===== config.mk =====
export PLATFORM = sky130hd
export DESIGN_NAME = knn_cmd_queue
export DESIGN_NICKNAME = d
export VERILOG_FILES = /design/src/rtl/knn_pkg.sv /design/src/rtl/knn_cmd_queue.sv
export SDC_FILE = /design/constraint.sdc
export NUM_CORES = 1
export LEC_CHECK = 0
export ABC_CLOCK_PERIOD_IN_PS = 3700
export BUFFER_PORTS_ARGS = -buffer_cell sky130_fd_sc_hd__buf_2
export CORE_ASPECT_RATIO = 1.4
export CORE_MARGIN = 3
export CORE_UTILIZATION = 61
export CTS_CLUSTER_SIZE = 14
export DETAILED_ROUTE_END_ITERATION = 6
export PLACE_DENSITY_LB_ADDON = 0.12
export SYNTH_ARGS = -nofsm -noshare
export SYNTH_HDL_FRONTEND = slang
export SYNTH_SLANG_ARGS = --single-unit

===== constraint.sdc =====
create_clock -name clk -period 3.7 [get_ports clk]
set_input_delay 0.74 -clock clk [delete_from_list [all_inputs] [get_ports clk]]
set_output_delay 0.74 -clock clk [all_outputs]
set_load 0.02 [all_outputs]

===== src/rtl/knn_pkg.sv =====
// ----------------------------------------------------------------------------
// knn_pkg
// shared constants, command and status types of the nearest neighbor classifier
// ----------------------------------------------------------------------------
`timescale 1ns / 1ps

package knn_pkg;

	localparam int STORE_DEPTH    = 1024;
	localparam int NUM_CLASSES    = 16;
	localparam int MAX_NEIGHBOURS = 16;
	localparam int K_RESET        = 5;
	localparam int QUEUE_DEPTH    = 4;

	localparam int FEAT_W  = 16;
	localparam int LABEL_W = 4;
	localparam int K_W     = 5;
	localparam int ADDR_W  = (STORE_DEPTH > 1) ? $clog2(STORE_DEPTH) : 1;
	localparam int CNT_W   = $clog2(STORE_DEPTH + 1);
	localparam int SLOT_W  = (MAX_NEIGHBOURS > 1) ? $clog2(MAX_NEIGHBOURS) : 1;
	localparam int CLS_W   = $clog2(NUM_CLASSES);
	localparam int VOTE_W  = $clog2(MAX_NEIGHBOURS + 1);
	localparam int QPTR_W  = $clog2(QUEUE_DEPTH);

	// action codes on the input stream
	localparam logic [1:0] ACT_CLEAR = 2'd0;
	localparam logic [1:0] ACT_LOAD  = 2'd1;
	localparam logic [1:0] ACT_QUERY = 2'd2;

	typedef enum logic [1:0] {
		CMD_CLEAR,
		CMD_LOAD,
		CMD_QUERY
	} cmd_kind_t;

	typedef struct packed {
		cmd_kind_t           kind;
		logic [FEAT_W-1:0]   feature;
		logic [LABEL_W-1:0]  label;
	} cmd_t;

	typedef struct packed {
		logic full;
		logic nonempty;
	} queue_stat_t;

	typedef struct packed {
		logic [CLS_W-1:0]  cls;
		logic              has_answer;
		logic [VOTE_W-1:0] votes;
	} result_t;

	typedef enum logic [2:0] {
		BK_IDLE,
		BK_SCAN,
		BK_FLUSH,
		BK_VOTE,
		BK_PICK,
		BK_OUT
	} bk_state_t;

endpackage


===== src/rtl/knn_cmd_queue.sv =====
// ----------------------------------------------------------------------------
// knn_cmd_queue
// short command queue between the front decoder and the back executor
// ----------------------------------------------------------------------------
`timescale 1ns / 1ps

module knn_cmd_queue
	import knn_pkg::*;
(
	input  logic        clk,
	input  logic        arst_n,
	input  logic        push,
	input  cmd_t        push_cmd,
	input  logic        pop,
	output cmd_t        head_cmd,
	output queue_stat_t stat
);

	cmd_t              entry_q [QUEUE_DEPTH];
	logic [QPTR_W-1:0] wr_ptr_q;
	logic [QPTR_W-1:0] rd_ptr_q;
	logic [QPTR_W:0]   fill_q;
	logic              do_push;
	logic              do_pop;

	assign stat.full     = (fill_q == (QPTR_W+1)'(QUEUE_DEPTH));
	assign stat.nonempty = (fill_q != '0);
	assign do_push       = push && !stat.full;
	assign do_pop        = pop && stat.nonempty;
	assign head_cmd      = entry_q[rd_ptr_q];

	always_ff @(posedge clk or negedge arst_n) begin
		if (!arst_n) begin
			wr_ptr_q <= '0;
			rd_ptr_q <= '0;
			fill_q   <= '0;
		end else begin
			if (do_push) wr_ptr_q <= wr_ptr_q + 1'b1;
			if (do_pop) rd_ptr_q <= rd_ptr_q + 1'b1;
			if (do_push && !do_pop) fill_q <= fill_q + 1'b1;
			else if (!do_push && do_pop) fill_q <= fill_q - 1'b1;
		end
	end

	always_ff @(posedge clk) begin
		if (do_push) entry_q[wr_ptr_q] <= push_cmd;
	end

endmodule


Word level (Yosys, flattened, before mapping)
Memory sizes are Yosys's and may differ from the RTL's.
Index checks and enable logic that the tools add are counted.
{ "classes": {"mux": 4, "add_sub_neg": 4, "reduce_logical": 9, "n_eq_ne": 1} }
{ "op_table": {"columns": ["op", "n"], "rows": [
  ["two-way mux 3 bit", 2],
  ["adder 2 x 1 -> 2 bit (second input constant)", 2],
  ["logical AND 1 bit", 4],
  ["adder 3 x 1 -> 3 bit (second input constant)", 1],
  ["== test 3 bit (second input constant)", 1],
  ["zero test 1 bit", 3],
  ["nonzero test 3 bit", 1],
  ["subtractor 3 x 1 -> 3 bit (second input constant)", 1],
  ["two-way mux 1 bit", 2],
  ["nonzero test 2 bit", 1]
]} }
{ "totals": {"mem_count": 1, "mem_bits_rw": 88, "elab_cells": 22, "in_bits": 26, "reg_bits": 7, "out_inout_bits": 24} }
{ "mem_list": {"columns": ["name", "words", "word_bits", "read_ports", "rd_clocked_by_memory_dff", "wr", "line", "rtl"], "rows": [
  ["entry_q", 4, 22, 1, 0, 1, "knn_cmd_queue.sv:19", "cmd_t entry_q [QUEUE_DEPTH];"]
]} }

Depth between registers and ports, before layout
{ "logic_depth": {"ltp_word": 7, "ltp_mapped": 9, "ltp_nobuf": 8} }

Least setup slack after synthesis
No wires, ideal clock.
{ "synth_timing": {"path_type": "reg2reg", "from": "reg fill_q[0]", "to": "reg fill_q[2]", "stages_incl_launch_ff": 9, "setup_slack_ps": 1652, "setup_time_ps": 79, "arrival_ps": 1969, "required_time_ps": 3621, "cell_sequence": "dfrtp_1 > or3_4 > nand2_1 > ha_1 > inv_1 > fa_1 > xor2_1 > nor2_1 > xor2_1"} }
{ "synth_rtl": {"columns": ["item", "line", "rtl"], "rows": [
  ["from (decl)", "knn_cmd_queue.sv:22", "logic [QPTR_W:0] fill_q;"],
  ["from (signal assigned)", "knn_cmd_queue.sv:40", "if (do_push && !do_pop) fill_q <= fill_q + 1'b1;"],
  ["from (signal assigned)", "knn_cmd_queue.sv:41", "else if (!do_push && do_pop) fill_q <= fill_q - 1'b1;"]
]} }

==> impl_metrics.json <==
{
  "postRouteAntennaNets": 0,
  "leakage_uw": 0.00144,
  "post_cts.repair.setup_buffers": 0,
  "drive_above_1_share": 0.455,
  "synth_area_mm2": 0.00364,
  "synthFlopType": "edfxtp_1",
  "wl_met1_um": 2160,
  "layout_min_cycle_time_ns": 2.77,
  "drt-vias-per-instance": 5.78,
  "hpwl_um": 3610,
  "yosys_warnings": 0,
  "relSlewSlack": 0.305,
  "yosys.area.top_type_share": 0.725,
  "grt_overflow": 0,
  "drt_drc_violations_left": 0,
  "antenna_found_initial": 0,
  "hold_violations": 0,
  "synthCells": 150,
  "initial_core_util": 0.645,
  "crit_type": "register to primary output",
  "regArea_mm2": 0.00282,
  "die_w_um": 71.3,
  "drt_first_pass_iters": 4,
  "routed.top_layer": "met4",
  "grt_pass1_wl_um": 9200,
  "track_usage": 0.182,
  "syn_area_per_cell_um2": 24.3,
  "grt_max_degree": 25,
  "maxCapViolations": 0,
  "grt_pass1_vias": 1781,
  "root_buffer": "clkbuf_8",
  "core_area_mm2": 0.00565,
  "nNetsFinal": 236,
  "first_iter_violations": 125,
  "synth-edff-count": 88,
  "tightest_slew_ns": 1.04,
  "die_area_mm2": 0.00695,
  "met3WireLength_um": 303,
  "power.density_mw_per_mm2": 802,
  "cts_tree": "built",
  "place.gp.congestion": 0.717,
  "path_max_fanout": 24,
  "start_kind": "register",
  "syn_nets": 182,
  "finalMaxSlewViolations": 0,
  "r2r_slack_ns": 1.55,
  "cts-htree-levels": 3,
  "synth_area_leaders": "edfxtp_1 (73%), mux4_2 (13%), dfrtp_1 (4.8%)",
  "min_path_type": "input port to asynchronous set/reset pin",
  "setup_tns_ns": 0,
  "diodes": 0,
  "synth-seq-cells": 95,
  "ioPinCount": 50,
  "place_ws_ns": 1.24,
  "multiInputGateArea_um2": 742,
  "cts_made_buffers": 9,
  "vdd_drop_max_mv": 0.626,
  "setup_slack_ns": 0.927,
  "fin_skew_ns": 0.0132,
  "timing.final.crit_share": 0.749,
  "synth_cell_types": 21,
  "post_drt_wl_per_cell_um": 20.4,
  "ys_seq_area_frac": 0.773,
  "die_h_um": 97.4,
  "clockBufferDepth": 2,
  "outcome": "complete, no violations",
  "routed_wl_um": 5650,
  "async_flop_share": 0.0737,
  "final.fill_count": 341,
  "clk_pin_slew_ns": 0.09,
  "wl_met2_um": 3090,
  "rows": 32,
  "port_buffers": 49,
  "rsz0062_at_grt": "no",
  "area_delta_synth_final_pct": 12.5,
  "yosysTopAreaCell": "edfxtp_1",
  "cts_hold_buffers": 0,
  "endpoint_kind": "primary output",
  "fmax_ghz": 0.361,
  "setup_viol": 0,
  "required_ns": 2.96,
  "vias": 1602,
  "cts_sinks": 95,
  "clock_latency_ns": 0.35,
  "cts_resized": 0,
  "cp.arrival_ns": 2.03
}
## worst paths after layout
check                            start            to  cells after the start
min reg2reg                  fill_q[2]     fill_q[2]                      1
max reg2reg                  fill_q[0]     fill_q[2]                      8
min                             arst_n     fill_q[2]                      1
max in group asynchronous       arst_n   rd_ptr_q[0]                      1
max                        rd_ptr_q[0]  head_cmd[16]                      2
min in group clk             fill_q[2]     fill_q[2]                      1
## synthesized netlist by cell type, drive strengths merged, types with 2 or more instances
cell type,number
edfxtp,88
buf,6
dfrtp,7
inv,3
mux4,22
xnor2,4
mux2,2
and2,4
xor2,2
ha,5
## critical path: stages (launching register included)
cell     delay (ns)
dfrtp_2        0.89
mux4_1         0.63
buf_2          0.17
## logic make-up (layout without fill, tap and decap cells)
group                      Yosys count  in the layout  synth area share
and+or+nand+nor                     10             10            0.0223
DFF                                 95             95             0.773
adders and majority gates            6              6            0.0227
buffers and inverters                9             68            0.0230
xor gates and xnor gates             6              6            0.0144
muxes                               24             24             0.144
## cell type report
type | count | area share
multi-input cells | 46 | 0.181
repair buffers | 49 | 0.0598
flip-flops and latches | 95 | 0.688
clock inverters | 7 | 0.0177
inverters | 3 | 0.00275
well taps | 68 | 0.0208
clock buffers | 9 | 0.0302
## metal layers
layer / track usage / vias up
met2: 0.308 / 61
met5: 0 / -
met4: 0.0709 / 0
li1: - / 723
met1: 0.220 / 809
met3: 0.0466 / 9
## state kept, by name, indices dropped and copies added (netlist names)
| signal | count |
|---|---|
| entry_q | 88 |
| wr_ptr_q | 2 |
| rd_ptr_q | 2 |
| fill_q | 3 |
## report_power, final
group | switching [µW] | internal, µW
combinational | 524 | 475
sequential | 206 | 1430
clock | 339 | 313
total | 1070 | 2220
## through the flow
stage	utilization	cells	power (µW)	cell area, µm²	hold slack, ns
detailed placement	0.691	261	2680	3900	0.523
floorplan	-	150	2410	3640	0.444
CTS	0.726	277	3330	4100	0.203
global placement	0.691	261	2630	3900	0.482
finish	0.726	277	3290	4100	0.215
global route	0.726	277	3470	4100	0.199
## placed cells by master (no fill, tap or decap), drive strengths merged
cell,netlist,layout
and2,4,4
buf,6,49
bufinv,0,1
clkbuf,0,9
clkinv,0,4
clkinvlp,0,1
dfrtp,7,7
edfxtp,88,88
fa,1,1
ha,5,5
inv,3,4
mux2,2,2
mux4,22,22
nand2,1,1
nand3,1,1
nor2,1,1
nor2b,1,1
nor3b,1,1
or3,1,1
xnor2,4,4
xor2,2,2
Note: power is estimated with default switching activity, not from simulation.
